--- src/hw/rtl/gmds_pkg.sv ---
package gmds_pkg;

  localparam int ROWS_DEF    = 8;
  localparam int COLS_DEF    = 8;
  localparam int STACK_DEPTH = 64;
  localparam int SP_W        = $clog2(STACK_DEPTH);

  // stored cell contents
  typedef enum logic [2:0] {
    CELL_ROAD = 3'd0,
    CELL_WALL = 3'd1,
    CELL_PATH = 3'd2,
    CELL_EXIT = 3'd3,
    CELL_DEAD = 3'd4
  } cell_t;

  // cell_kind codes of a load word
  typedef enum logic [1:0] {
    KIND_ROAD = 2'd0,
    KIND_WALL = 2'd1,
    KIND_EXIT = 2'd2
  } kind_t;

  typedef enum logic [1:0] {
    DIR_RIGHT = 2'd0,
    DIR_LEFT  = 2'd1,
    DIR_DOWN  = 2'd2,
    DIR_UP    = 2'd3
  } dir_t;

  typedef enum logic [1:0] {
    ST_PATH   = 2'd0,
    ST_NOSOL  = 2'd1,
    ST_ONEXIT = 2'd2
  } status_t;

  typedef enum logic {
    CFG_START_ROW = 1'b0,
    CFG_START_COL = 1'b1
  } cfg_reg_t;

  typedef enum logic {
    MODE_LOAD  = 1'b0,
    MODE_SOLVE = 1'b1
  } mode_t;

endpackage

--- src/hw/rtl/gmds_grid_mem.sv ---
// Grid cell store: one write port, one read port, registered read data.
module gmds_grid_mem
  import gmds_pkg::*;
#(
  parameter int DEPTH = ROWS_DEF * COLS_DEF,
  parameter int AW    = $clog2(DEPTH)
) (
  input  logic          clk,
  input  logic          we,
  input  logic [AW-1:0] waddr,
  input  cell_t         wdata,
  input  logic          re,
  input  logic [AW-1:0] raddr,
  output cell_t         rdata
);

  cell_t mem [DEPTH];

  always_ff @(posedge clk) begin
    if (we) begin
      mem[waddr] <= wdata;
    end
    if (re) begin
      rdata <= mem[raddr];
    end
  end

endmodule

--- src/hw/rtl/grid_maze_dfs_solver_core.sv ---
// Channel   Signals                                         Dir  Word
// input     in_valid/in_ready, mode, cell_row/col, kind     in   load one cell or solve
// result    out_valid/out_ready, direction, last, status    out  one path move or a status
// config    cfg_valid/cfg_ready, cfg_index, cfg_data        in   start_row / start_col
//
// Solve: a sequencer on the single grid read port reads then checks each visited cell
//   and each probed neighbor (no read if out of bounds), marks dead ends and pops moves,
//   then reads each path move from the stack and delivers it, waiting on output stalls.
// Reset: sync, active high. After reset a clearing pass writes road into all ROWS*COLS
//   cells, one per cycle; in_ready stays low until that pass ends. cfg is always ready.
// Stalls: in_ready is high only in idle. The result register holds a word until taken;
//   a new input word is accepted while the last result still waits.
module grid_maze_dfs_solver_core
  import gmds_pkg::*;
#(
  parameter int ROWS = ROWS_DEF,
  parameter int COLS = COLS_DEF
) (
  input  logic       clk,
  input  logic       rst,
  // input words
  input  logic       in_valid,
  output logic       in_ready,
  input  logic       mode,
  input  logic [2:0] cell_row,
  input  logic [2:0] cell_col,
  input  logic [1:0] cell_kind,
  // results
  output logic       out_valid,
  input  logic       out_ready,
  output logic [1:0] direction,
  output logic       last,
  output logic [1:0] status,
  // configuration
  input  logic       cfg_valid,
  output logic       cfg_ready,
  input  logic       cfg_index,
  input  logic [2:0] cfg_data
);

  localparam int CELLS = ROWS * COLS;
  localparam int AW    = $clog2(CELLS);
  localparam int ROW_W = $clog2(ROWS);
  localparam int COL_W = $clog2(COLS);
  localparam int CNT_W = SP_W + 1;

  localparam logic [6:0]       ROWS_7   = 7'(ROWS);
  localparam logic [6:0]       COLS_7   = 7'(COLS);
  localparam logic [ROW_W-1:0] ROW_MAX  = ROW_W'(ROWS - 1);
  localparam logic [COL_W-1:0] COL_MAX  = COL_W'(COLS - 1);
  localparam logic [AW-1:0]    ADDR_MAX = AW'(CELLS - 1);
  localparam logic [CNT_W-1:0] CNT_FULL = CNT_W'(STACK_DEPTH);

  typedef enum logic [10:0] {
    S_CLEAR  = 11'b000_0000_0001,
    S_IDLE   = 11'b000_0000_0010,
    S_RDCUR  = 11'b000_0000_0100, // read cell under cursor
    S_CHKCUR = 11'b000_0000_1000, // exit check
    S_PROBE  = 11'b000_0001_0000, // read neighbor for dir
    S_PCHK   = 11'b000_0010_0000, // neighbor enterable?
    S_DEAD   = 11'b000_0100_0000, // mark dead end, pop
    S_POP    = 11'b000_1000_0000, // step back along popped move
    S_ERD    = 11'b001_0000_0000, // read stacked move
    S_EOUT   = 11'b010_0000_0000, // deliver stacked move
    S_RESULT = 11'b100_0000_0000  // deliver single status word
  } state_t;

  state_t state, state_next;

  // config registers
  logic [2:0] start_row, start_col;

  // walk state
  logic [ROW_W-1:0] cursor_row, cursor_row_next;
  logic [COL_W-1:0] cursor_col, cursor_col_next;
  logic [CNT_W-1:0] stack_count, stack_count_next;
  logic [CNT_W-1:0] emit_k, emit_k_next;
  dir_t             probe_dir, probe_dir_next;
  status_t          res_status, res_status_next;
  logic [AW-1:0]    clr_addr;

  // result register
  logic    out_load;
  dir_t    out_dir_d;
  logic    out_last_d;
  status_t out_status_d;
  logic    out_free;

  // grid port
  logic          g_we, g_re;
  logic [AW-1:0] g_waddr, g_raddr;
  cell_t         g_wdata, g_rdata;

  // move stack
  logic [1:0]      stack_mem [STACK_DEPTH];
  logic            s_we, s_re;
  logic [SP_W-1:0] s_waddr, s_raddr;
  logic [1:0]      s_wdata, s_rdata;

  // neighbor of cursor in probe_dir
  logic [ROW_W-1:0] nb_row;
  logic [COL_W-1:0] nb_col;
  logic             nb_ok;
  logic [AW-1:0]    cur_idx, nb_idx;

  logic in_acc, load_in_grid, start_in_grid;
  cell_t load_cell;

  function automatic logic [AW-1:0] cell_idx(logic [ROW_W-1:0] r, logic [COL_W-1:0] c);
    cell_idx = AW'(int'(r) * COLS + int'(c));
  endfunction

  assign in_ready  = (state == S_IDLE);
  assign cfg_ready = 1'b1;
  assign in_acc    = in_valid && in_ready;
  assign out_free  = !out_valid || out_ready;

  assign load_in_grid  = ({4'd0, cell_row} < ROWS_7) && ({4'd0, cell_col} < COLS_7);
  assign start_in_grid = ({4'd0, start_row} < ROWS_7) && ({4'd0, start_col} < COLS_7);

  always_comb begin
    case (kind_t'(cell_kind))
      KIND_ROAD: load_cell = CELL_ROAD;
      KIND_EXIT: load_cell = CELL_EXIT;
      default:   load_cell = CELL_WALL; // wall and the unused code
    endcase
  end

  always_comb begin
    nb_row = cursor_row;
    nb_col = cursor_col;
    nb_ok  = 1'b0;
    unique case (probe_dir)
      DIR_RIGHT: begin
        nb_col = cursor_col + 1'b1;
        nb_ok  = (cursor_col != COL_MAX);
      end
      DIR_LEFT: begin
        nb_col = cursor_col - 1'b1;
        nb_ok  = (cursor_col != '0);
      end
      DIR_DOWN: begin
        nb_row = cursor_row + 1'b1;
        nb_ok  = (cursor_row != ROW_MAX);
      end
      DIR_UP: begin
        nb_row = cursor_row - 1'b1;
        nb_ok  = (cursor_row != '0);
      end
      default: ;
    endcase
  end

  assign cur_idx = cell_idx(cursor_row, cursor_col);
  assign nb_idx  = cell_idx(nb_row, nb_col);

  // sequencer
  always_comb begin
    state_next       = state;
    cursor_row_next  = cursor_row;
    cursor_col_next  = cursor_col;
    stack_count_next = stack_count;
    emit_k_next      = emit_k;
    probe_dir_next   = probe_dir;
    res_status_next  = res_status;
    g_we    = 1'b0;
    g_waddr = cur_idx;
    g_wdata = CELL_ROAD;
    g_re    = 1'b0;
    g_raddr = cur_idx;
    s_we    = 1'b0;
    s_waddr = stack_count[SP_W-1:0];
    s_wdata = probe_dir;
    s_re    = 1'b0;
    s_raddr = emit_k[SP_W-1:0];
    out_load     = 1'b0;
    out_dir_d    = DIR_RIGHT;
    out_last_d   = 1'b1;
    out_status_d = res_status;

    unique case (state)
      S_CLEAR: begin
        g_we    = 1'b1;
        g_waddr = clr_addr;
        g_wdata = CELL_ROAD;
        if (clr_addr == ADDR_MAX) begin
          state_next = S_IDLE;
        end
      end
      S_IDLE: begin
        if (in_acc) begin
          if (mode_t'(mode) == MODE_LOAD) begin
            g_we    = load_in_grid;
            g_waddr = cell_idx(ROW_W'(cell_row), COL_W'(cell_col));
            g_wdata = load_cell;
          end else begin
            stack_count_next = '0;
            if (start_in_grid) begin
              cursor_row_next = ROW_W'(start_row);
              cursor_col_next = COL_W'(start_col);
              state_next      = S_RDCUR;
            end else begin
              res_status_next = ST_NOSOL;
              state_next      = S_RESULT;
            end
          end
        end
      end
      S_RDCUR: begin
        g_re       = 1'b1;
        state_next = S_CHKCUR;
      end
      S_CHKCUR: begin
        if (g_rdata == CELL_EXIT) begin
          if (stack_count == '0) begin
            res_status_next = ST_ONEXIT;
            state_next      = S_RESULT;
          end else begin
            emit_k_next = '0;
            state_next  = S_ERD;
          end
        end else if (stack_count == CNT_FULL) begin
          state_next = S_DEAD; // no room for another move
        end else begin
          probe_dir_next = DIR_RIGHT;
          state_next     = S_PROBE;
        end
      end
      S_PROBE: begin
        if (nb_ok) begin
          g_re       = 1'b1;
          g_raddr    = nb_idx;
          state_next = S_PCHK;
        end else if (probe_dir == DIR_UP) begin
          state_next = S_DEAD;
        end else begin
          probe_dir_next = dir_t'(probe_dir + 2'd1);
        end
      end
      S_PCHK: begin
        if (g_rdata == CELL_ROAD || g_rdata == CELL_EXIT) begin
          g_we             = 1'b1;
          g_wdata          = CELL_PATH;
          s_we             = 1'b1;
          stack_count_next = stack_count + 1'b1;
          cursor_row_next  = nb_row;
          cursor_col_next  = nb_col;
          state_next       = S_RDCUR;
        end else if (probe_dir == DIR_UP) begin
          state_next = S_DEAD;
        end else begin
          probe_dir_next = dir_t'(probe_dir + 2'd1);
          state_next     = S_PROBE;
        end
      end
      S_DEAD: begin
        if (stack_count == '0) begin
          // nothing to back out of; grid left as is
          res_status_next = ST_NOSOL;
          state_next      = S_RESULT;
        end else begin
          g_we             = 1'b1;
          g_wdata          = CELL_DEAD;
          s_re             = 1'b1;
          s_raddr          = SP_W'(stack_count - 1'b1);
          stack_count_next = stack_count - 1'b1;
          state_next       = S_POP;
        end
      end
      S_POP: begin
        unique case (dir_t'(s_rdata))
          DIR_RIGHT: cursor_col_next = cursor_col - 1'b1;
          DIR_LEFT:  cursor_col_next = cursor_col + 1'b1;
          DIR_DOWN:  cursor_row_next = cursor_row - 1'b1;
          DIR_UP:    cursor_row_next = cursor_row + 1'b1;
          default: ;
        endcase
        state_next = S_RDCUR;
      end
      S_ERD: begin
        s_re       = 1'b1;
        state_next = S_EOUT;
      end
      S_EOUT: begin
        if (out_free) begin
          out_load     = 1'b1;
          out_dir_d    = dir_t'(s_rdata);
          out_last_d   = (emit_k + 1'b1 == stack_count);
          out_status_d = ST_PATH;
          emit_k_next  = emit_k + 1'b1;
          state_next   = out_last_d ? S_IDLE : S_ERD;
        end
      end
      S_RESULT: begin
        if (out_free) begin
          out_load   = 1'b1;
          state_next = S_IDLE;
        end
      end
      default: state_next = S_IDLE;
    endcase
  end

  always_ff @(posedge clk) begin
    if (rst) begin
      state       <= S_CLEAR;
      clr_addr    <= '0;
      start_row   <= '0;
      start_col   <= '0;
      cursor_row  <= '0;
      cursor_col  <= '0;
      stack_count <= '0;
      emit_k      <= '0;
      probe_dir   <= DIR_RIGHT;
      res_status  <= ST_PATH;
      out_valid   <= 1'b0;
    end else begin
      state       <= state_next;
      cursor_row  <= cursor_row_next;
      cursor_col  <= cursor_col_next;
      stack_count <= stack_count_next;
      emit_k      <= emit_k_next;
      probe_dir   <= probe_dir_next;
      res_status  <= res_status_next;
      if (state == S_CLEAR) begin
        clr_addr <= clr_addr + 1'b1;
      end
      if (cfg_valid && cfg_ready) begin
        unique case (cfg_reg_t'(cfg_index))
          CFG_START_ROW: start_row <= cfg_data;
          CFG_START_COL: start_col <= cfg_data;
          default: ;
        endcase
      end
      if (out_load) begin
        out_valid <= 1'b1;
      end else if (out_ready) begin
        out_valid <= 1'b0;
      end
    end
  end

  // result payload, no reset
  always_ff @(posedge clk) begin
    if (out_load) begin
      direction <= out_dir_d;
      last      <= out_last_d;
      status    <= out_status_d;
    end
  end

  // move stack memory
  always_ff @(posedge clk) begin
    if (s_we) begin
      stack_mem[s_waddr] <= s_wdata;
    end
    if (s_re) begin
      s_rdata <= stack_mem[s_raddr];
    end
  end

  gmds_grid_mem #(
    .DEPTH (CELLS),
    .AW    (AW)
  ) u_grid (
    .clk   (clk),
    .we    (g_we),
    .waddr (g_waddr),
    .wdata (g_wdata),
    .re    (g_re),
    .raddr (g_raddr),
    .rdata (g_rdata)
  );

endmodule
--- config.mk ---
export PLATFORM = sky130hd
export DESIGN_NAME = grid_maze_dfs_solver_core
export DESIGN_NICKNAME = d
export VERILOG_FILES = /design/src/hw/rtl/gmds_pkg.sv /design/src/hw/rtl/gmds_grid_mem.sv /design/src/hw/rtl/grid_maze_dfs_solver_core.sv
export SDC_FILE = /design/constraint.sdc
export NUM_CORES = 1
export LEC_CHECK = 0
export ABC_CLOCK_PERIOD_IN_PS = 11120
export BUFFER_PORTS_ARGS = -buffer_cell sky130_fd_sc_hd__buf_4
export CORE_MARGIN = 4
export CORE_UTILIZATION = 55
export DETAILED_ROUTE_END_ITERATION = 16
export MAX_ROUTING_LAYER = met4
export PLACE_DENSITY = 0.71
export SKIP_LAST_GASP = 1
export SLEW_MARGIN = 20
export SYNTH_ARGS = -nofsm -noshare
export SYNTH_HDL_FRONTEND = slang
export SYNTH_HIERARCHICAL = 1
export SYNTH_SLANG_ARGS = --single-unit
--- constraint.sdc ---
create_clock -name clk -period 11.12 [get_ports clk]
set_input_delay 1.668 -clock clk [delete_from_list [all_inputs] [get_ports clk]]
set_output_delay 1.668 -clock clk [all_outputs]
set_load 0.005 [all_outputs]
==> results of run 1 <==
[layout make-up]
type                       count  area (sq um)
multi-input combinational    876          6050
sequential                   378         10900
inverter                      21          78.8
tap                          396           495
clock buffer                  51          1050
fill                        2339         11900
timing repair buffer          36           270
clock inverter                18           146
[power by group through the flow]
stage / Sequential, mW / Combinational [mW] / Clock [mW]
4_1_cts: 1.56 / 0.150 / 1.26
5_1_grt: 1.56 / 0.164 / 1.32
3_5_place_dp: 1.59 / 0.150 / 0
2_1_floorplan: 1.58 / 0.103 / 0
3_3_place_gp: 1.59 / 0.146 / 0
6_report: 1.56 / 0.152 / 1.23
[metrics by stage]
step / power (mW) / cells / hold WS, ns
after floorplan: 1.68 / 1349 / 0.436
after global placement: 1.73 / 1707 / 0.453
after detailed placement: 1.74 / 1707 / 0.464
after CTS: 2.96 / 1776 / 0.471
after global routing: 3.04 / 1776 / 0.490
final: 2.94 / 1776 / 0.470
[metal layers]
metal,vias up,global-route usage,routed length (microns)
li1,5162,-,-
met1,5661,0.319,16600
met2,487,0.392,19800
met3,111,0.0424,2890
met4,0,0.0807,1400
met5,-,-,0
[final timing paths]
kind | end | start | slack, ns | depth (start not counted)
worst max register to register | u_grid/rdata[0]$_DFFE_PP_ | probe_dir[0]$_SDFFE_PP0P_ | 5.97 | 15
worst min-delay path | start_col[1]$_SDFFE_PP0P_ | start_col[1]$_SDFFE_PP0P_ | 0.47 | 2
worst max-delay path | u_grid/rdata[0]$_DFFE_PP_ | probe_dir[0]$_SDFFE_PP0P_ | 5.97 | 15
worst min register to register | start_col[1]$_SDFFE_PP0P_ | start_col[1]$_SDFFE_PP0P_ | 0.47 | 2
[cells by family after synthesis]
logic type	count (synthesis)
flip-flops	378
AND/OR/NAND/NOR	512
multiplexers	87
buffers and inverters	95
adder cells (fa/ha/maj)	15
XOR/XNOR	29
AO/OA/AOI/OAI	232
other	1
[placed cells by master, fill, tap and decap left out, types with 23 or more instances in the layout]
| cell type | Yosys | layout |
|---|---|---|
| a211oi_1 | 39 | 39 |
| a21oi_1 | 46 | 46 |
| and3_1 | 26 | 26 |
| buf_4 | 7 | 36 |
| clkbuf_16 | 0 | 40 |
| dfxtp_1 | 48 | 46 |
| edfxtp_1 | 330 | 330 |
| mux2i_1 | 36 | 36 |
| mux4_2 | 43 | 43 |
| nand2_1 | 115 | 114 |
| nand3_1 | 44 | 44 |
| nor2_1 | 187 | 187 |
| nor2b_1 | 25 | 25 |
| nor3_1 | 23 | 23 |
| o21ai_0 | 38 | 36 |
[flip-flops by register name (all words and copies together), names as in the netlist, 6 cells and up]
name	count
state	11
stack_mem	128
clr_addr	6
u_grid/mem	192
stack_count	7
emit_k	7
[critical path: cells and delay by family, from the launching register on]
| kind | cells | cell delay [ns] |
|---|---|---|
| flip-flops | 1 | 0.31 |
| multiplexers | 1 | 0.58 |
| AO/OA/AOI/OAI | 5 | 1.25 |
| AND/OR/NAND/NOR | 4 | 0.99 |
| adder cells (fa/ha/maj) | 1 | 0.30 |
| buffers and inverters | 3 | 1.29 |
| XOR/XNOR | 1 | 0.13 |
==> out/metrics.yaml, run 1 <==
clock_network:
  postCtsResizedCells: 0
  max-clock-path-buffers: 3
  cts_root_buffer: "clkbuf_16"
  worstSkewPairLatency_ns: 0.53
  cts_num_sinks: 378
  clock_input_transition_at_the_sequential_cells_of_the_worst_setup_and_hold_paths_ns: 0.06
  tritoncts.num_buffers: 40
  tritoncts: "built"
  cts_hold_buf: 0
  post_cts_setup_inserts: 0
  cts_htree_levels: 2
synthesis:
  mappedNetlistArea_sq_mm: 0.0173
  synthDominantAreaCellType: "edfxtp_1"
  yosysWarningCount: 6
  synth_area_per_cell_sq_um: 12.8
  yosys.cell_count.top_type: "edfxtp_1"
  number_of_flops_mapped_to_enable_cells_by_yosys: 330
  post_synth_most_frequent_cells: "edfxtp_1, nor2_1, nand2_1"
  yosys.area_share.simple: 0.145
  seq_area_frac_synth: 0.627
  ys.flop_type: "edfxtp_1"
  synthMuxAreaShare: 0.0854
  synthesis.instances: 1349
  synth_compound_gate_area_share: 0.0913
  synth_top_family_by_area: "simple AND/OR/NAND/NOR gates"
  synth_largest_type_area_fraction: 0.572
  synth.ff_latch_count: 378
  synth_xor_area_frac: 0.0147
  ys_async_sr_fraction: 0
  mappedNetlistNets: 1382
  adder_cell_share_of_the_synthesized_area: 0.0108
  netlist_top_cells_area: "edfxtp_1, mux4_2, dfxtp_1"
  synth.lib_cells_used.distinct: 89
routing:
  drt_iter0_drc: 1157
  avgViaCountPerCell: 6.43
  detailedRoute.firstPassIterationCount: 7
  dr_total_vias: 11400
  drtAntennaViolNets: 0
  wl_mm: 40.7
  drt-wirelength-per-cell_microns: 22.9
  drc: 0
floorplanning:
  die_height_microns: 185
  design.die.area_sq_mm: 0.0344
  start_util: 0.562
  top_level_port_count: 26
  number_of_placement_rows: 64
  die-width_microns: 185
  core_area_sq_mm: 0.0308
global_routing:
  vias_in_the_first_global_route: 11200
  largest_net_degree_at_the_start_of_global_routing: 73
  global_route.overflow_total: 0
  grt_usage: 0.244
  antenna_found_initial: 0
  grt_first_pass_wirelength_mm: 63.1
placed_design:
  port_buffers: 24
  hpwlAfterDp_mm: 26.3
  detailed_place.area_sq_mm: 0.0178
  gp_congestion: 0.883
  post-place-ws_ns: 5.92
run_status:
  status: "finished clean"
sta:
  timing.clock.skew_ns: 0.0243
  hold_viol: 0
  final.period_utilization: 0.463
  tns_ns: 0
  grt_setup_unrepaired: "false"
  transition_time_at_the_pin_with_the_least_slew_margin_ns: 1.02
  setup_slack_ns: 5.97
  timing.final.setup_violations: 0
  achievable-frequency_mhz: 194
  slew_headroom: 0.309
  period_minus_slack_ns: 5.15
  slew_violations: 0
power_and_ir_drop:
  p_seq_frac: 0.529
  power.net_switching_uw: 633
  p_clk_frac: 0.420
  power.leakage_nw: 6.05
  intPower_mw: 2.31
  power_per_cell_area_mw_per_mm2: 155
  power.switching_fraction: 0.215
  power.share.combinational: 0.052
  max-vdd-ir-drop_uv: 122
job:
  max_cap_violations: 0
worst_setup_path:
  start_kind: "flop"
  critical-path-slowest-cell: "buf_4"
  critical_path.max_fanout: 69
  cpPeakStageDelay_ns: 0.66
  crit_path_end_kind: "flop"
  timing.critical_path.cells: "buf_4, inv_1, ha_1, nand4_1, o31ai_1, o311ai_0, nand3_1, nor2_1, xnor2_2, buf_4, mux4_2, nor3b_1, a311oi_1, o21ai_0, a41o_1"
  critical-path-top-cell-by-count: "buf_4"
  critPathRequiredTime_ns: 11.41
  worstSetupPathType: "reg2reg"
  critPathArrivalTime_ns: 5.43
layout:
  nNetsFinal: 1386
  post_route_cells_drive_above_1_share: 0.127
  antenna-diode-count: 0
  area_growth_syn_to_layout_pct: 9.49
  post-route-util: 0.615
  finish.instance_area_sq_mm: 0.0190
hold_path:
  timing.hold.worst.class: "reg2reg"
Power figures use the tool's default switching activity.
==> run 2, diff against run 1 <==
--- a/config.mk
+++ b/config.mk
@@ -5,7 +5,8 @@
 export SDC_FILE = /design/constraint.sdc
 export NUM_CORES = 1
 export LEC_CHECK = 0
-export ABC_CLOCK_PERIOD_IN_PS = 11120
+export ABC_AREA = 1
+export ABC_CLOCK_PERIOD_IN_PS = 5340
 export BUFFER_PORTS_ARGS = -buffer_cell sky130_fd_sc_hd__buf_4
 export CORE_MARGIN = 4
 export CORE_UTILIZATION = 55
==> constraint.sdc (replaced) <==
create_clock -name clk -period 5.34 [get_ports clk]
set_input_delay 0.801 -clock clk [delete_from_list [all_inputs] [get_ports clk]]
set_output_delay 0.801 -clock clk [all_outputs]
set_load 0.005 [all_outputs]
==> out/metrics.yaml, run 2 <==
run_status:
  status: "finished clean"
placed_design:
  gp_congestion: 0.946
  hpwlAfterDp_mm: 27.2
  port_buffers: 24
  detailed_place.area_sq_mm: 0.0183
routing:
  drt_iter0_drc: 1348
  drt-wirelength-per-cell_microns: 18.2
  drtAntennaViolNets: 0
  dr_total_vias: 13300
  detailedRoute.firstPassIterationCount: 6
  wl_mm: 43.3
  drc: 0
  avgViaCountPerCell: 5.61
worst_setup_path:
  cpPeakStageDelay_ns: 0.46
  start_kind: "flop"
  worstSetupPathType: "reg2reg"
  critical-path-top-cell-by-count: "nand2_1"
  r2r_setup_slack_ns: 1.45
  worst_r2r_path_depth: 14
  crit_path_end_kind: "flop"
  critPathArrivalTime_ns: 4.07
  critical-path-slowest-cell: "o221ai_1"
  timing.critical_path.cells: "nor2_1, nand2_1, inv_1, nand2_1, inv_2, nand2_2, inv_1, nand3_1, nand2_1, o221ai_1, inv_1, nor3_1, nand2_1, nor2_1"
  critPathRequiredTime_ns: 5.52
  critical_path.max_fanout: 7
power_and_ir_drop:
  intPower_mw: 5.31
  p_seq_frac: 0.436
  p_clk_frac: 0.347
  power.switching_fraction: 0.311
  tot_pwr_mw: 7.71
  power.share.combinational: 0.217
  max-vdd-ir-drop_uv: 327
  power_per_cell_area_mw_per_mm2: 394
  power.leakage_nw: 7.70
  power.net_switching_mw: 2.40
clock_network:
  postCtsResizedCells: 0
  post_cts_setup_inserts: 0
  tritoncts.num_buffers: 40
  cts_num_sinks: 378
  tritoncts: "built"
  cts_htree_levels: 2
  worstSkewPairLatency_ns: 0.53
  cts_root_buffer: "clkbuf_16"
  cts_hold_buf: 0
  clock_input_transition_at_the_sequential_cells_of_the_worst_setup_and_hold_paths_ns: 0.05
  max-clock-path-buffers: 3
sta:
  slew_violations: 0
  timing.clock.skew_ns: 0.0221
  slew_headroom: 0.341
  transition_time_at_the_pin_with_the_least_slew_margin_ns: 0.985
  hold_viol: 0
  achievable-frequency_mhz: 257
  timing.final.setup_violations: 0
  final.period_utilization: 0.729
  grt_setup_unrepaired: "false"
  tns_ns: 0
  period_minus_slack_ns: 3.89
layout:
  regMostFlops: "u_grid/mem"
  most_common_library_cell_in_the_layout_ignoring_fill_and_taps: "nand2_1"
  post-route-util: 0.616
  antenna-diode-count: 0
  top_library_cells_by_usage_in_the_layout_fill_and_taps_aside: "nand2_1, edfxtp_1, nand3_1, inv_1, nor2_1"
  largest_registers: "u_grid/mem x192, stack_mem x128, state x11"
  area_growth_syn_to_layout_pct: 9.63
  post_route_cells_drive_above_1_share: 0.0655
  finish.instance_area_sq_mm: 0.0196
  largest_reg_flops: 192
  nNetsFinal: 1943
synthesis:
  netlist_top_cells_area: "edfxtp_1, nand2_1, nand3_1"
  synth_xor_area_frac: 0.0103
  synthMuxAreaShare: 0
  number_of_flops_mapped_to_enable_cells_by_yosys: 330
  synth_area_per_cell_sq_um: 9.36
  yosys.area_share.simple: 0.259
  ys_async_sr_fraction: 0
  synthesis.instances: 1907
  adder_cell_share_of_the_synthesized_area: 0.0105
  synth_top_family_by_area: "simple AND/OR/NAND/NOR gates"
  synth_compound_gate_area_share: 0.0397
  seq_area_frac_synth: 0.609
  synthDominantAreaCellType: "edfxtp_1"
  synth.lib_cells_used.distinct: 49
  synth.ff_latch_count: 378
  yosysWarningCount: 6
  ys.flop_type: "edfxtp_1"
  synth_largest_type_area_fraction: 0.555
  mappedNetlistArea_sq_mm: 0.0179
  post_synth_most_frequent_cells: "nand2_1, edfxtp_1, nand3_1"
  mappedNetlistNets: 1940
  yosys.cell_count.top_type: "nand2_1"
job:
  max_cap_violations: 0
global_routing:
  grt_first_pass_wirelength_mm: 68.1
  vias_in_the_first_global_route: 12800
  global_route.usage.met1: 0.336
  groute.layer.met3.usage: 0.0428
  antenna_found_initial: 0
  globalRoute.busiestLayer: "met2"
  global_route.overflow_total: 0
  largest_net_degree_at_the_start_of_global_routing: 97
  use_met2: 0.388
  grt_usage: 0.247
floorplanning:
  die-width_microns: 188
  number_of_placement_rows: 65
  design.die.area_sq_mm: 0.0354
  core_area_sq_mm: 0.0318
  start_util: 0.561
  die_height_microns: 188
  top_level_port_count: 26
hold_path:
  worst_hold_path.num_cells: 1
  timing.hold.worst.class: "reg2reg"
==> run 2: cell count changes in the layout (fill, tap and decap cells not counted), sizes merged, moves of 10 or more <==
| cell | change |
|---|---|
| o22ai | -13 |
| and3 | -25 |
| nand3 | +271 |
| mux2i | -36 |
| nor2 | +10 |
| nor2b | -26 |
| inv | +200 |
| a211oi | -33 |
| nand2 | +405 |
| nand2b | -13 |
| a21oi | -21 |
| mux4 | -47 |
==> run 2: cell families (layout without fill, tap and decap cells) <==
logic type                 count (synthesis)  after routing
AOI/OAI and AO/OA                        113            113
xor gates and xnor gates                  21             21
adders and majority gates                 15             15
buffers and inverters                    296            329
DFF                                      378            378
other                                      1              1
and+or+nand+nor                         1083           1083
==> run 2: layer usage <==
layer / wire, microns / vias up
met5: 0 / -
met4: 1050 / 0
met3: 3170 / 83
met2: 20300 / 506
met1: 18800 / 6329
li1: - / 6395
==> run 2: power groups by stage <==
stage,clock [mW],combinational [mW],sequential (mW)
final,2.67,1.67,3.36
after global placement,0,1.62,3.42
after floorplan,0,1.25,3.39
after detailed placement,0,1.63,3.42
after global routing,2.84,1.84,3.37
after CTS,2.71,1.64,3.36
==> run 2: area by class of cell <==
cell class | count | area, sq um
flip-flops and latches | 378 | 10900
well taps | 435 | 544
inverters | 222 | 841
clock inverters | 21 | 191
clock buffers | 51 | 1070
fillers | 2659 | 12200
multi-input cells | 1233 | 5770
repair buffers | 35 | 275
==> run 2: worst max-delay path, delay by kind of cell (launching register included) <==
family          cells  cell delay [ns]
buf+inv             4             0.53
compound gates      1             0.46
simple gates        9             2.17
flops               1             0.37
==> run 2: worst paths after layout <==
check                            from                          end
max            state[10]$_SDFFE_PP0P_  u_grid/mem[15][2]$_DFFE_PP_
min          clr_addr[3]$_SDFFE_PP0N_     clr_addr[3]$_SDFFE_PP0N_
max reg2reg    state[10]$_SDFFE_PP0P_  u_grid/mem[15][2]$_DFFE_PP_
min reg2reg  clr_addr[3]$_SDFFE_PP0N_     clr_addr[3]$_SDFFE_PP0N_
==> run 2: stage by stage <==
stage	hold WS [ns]	worst slack (ns)	instances
2_1_floorplan	0.441	0.655	1907
3_3_place_gp	0.451	1.56	2302
3_5_place_dp	0.469	1.50	2302
4_1_cts	0.477	1.47	2374
5_1_grt	0.492	1.07	2375
6_report	0.479	1.45	2375
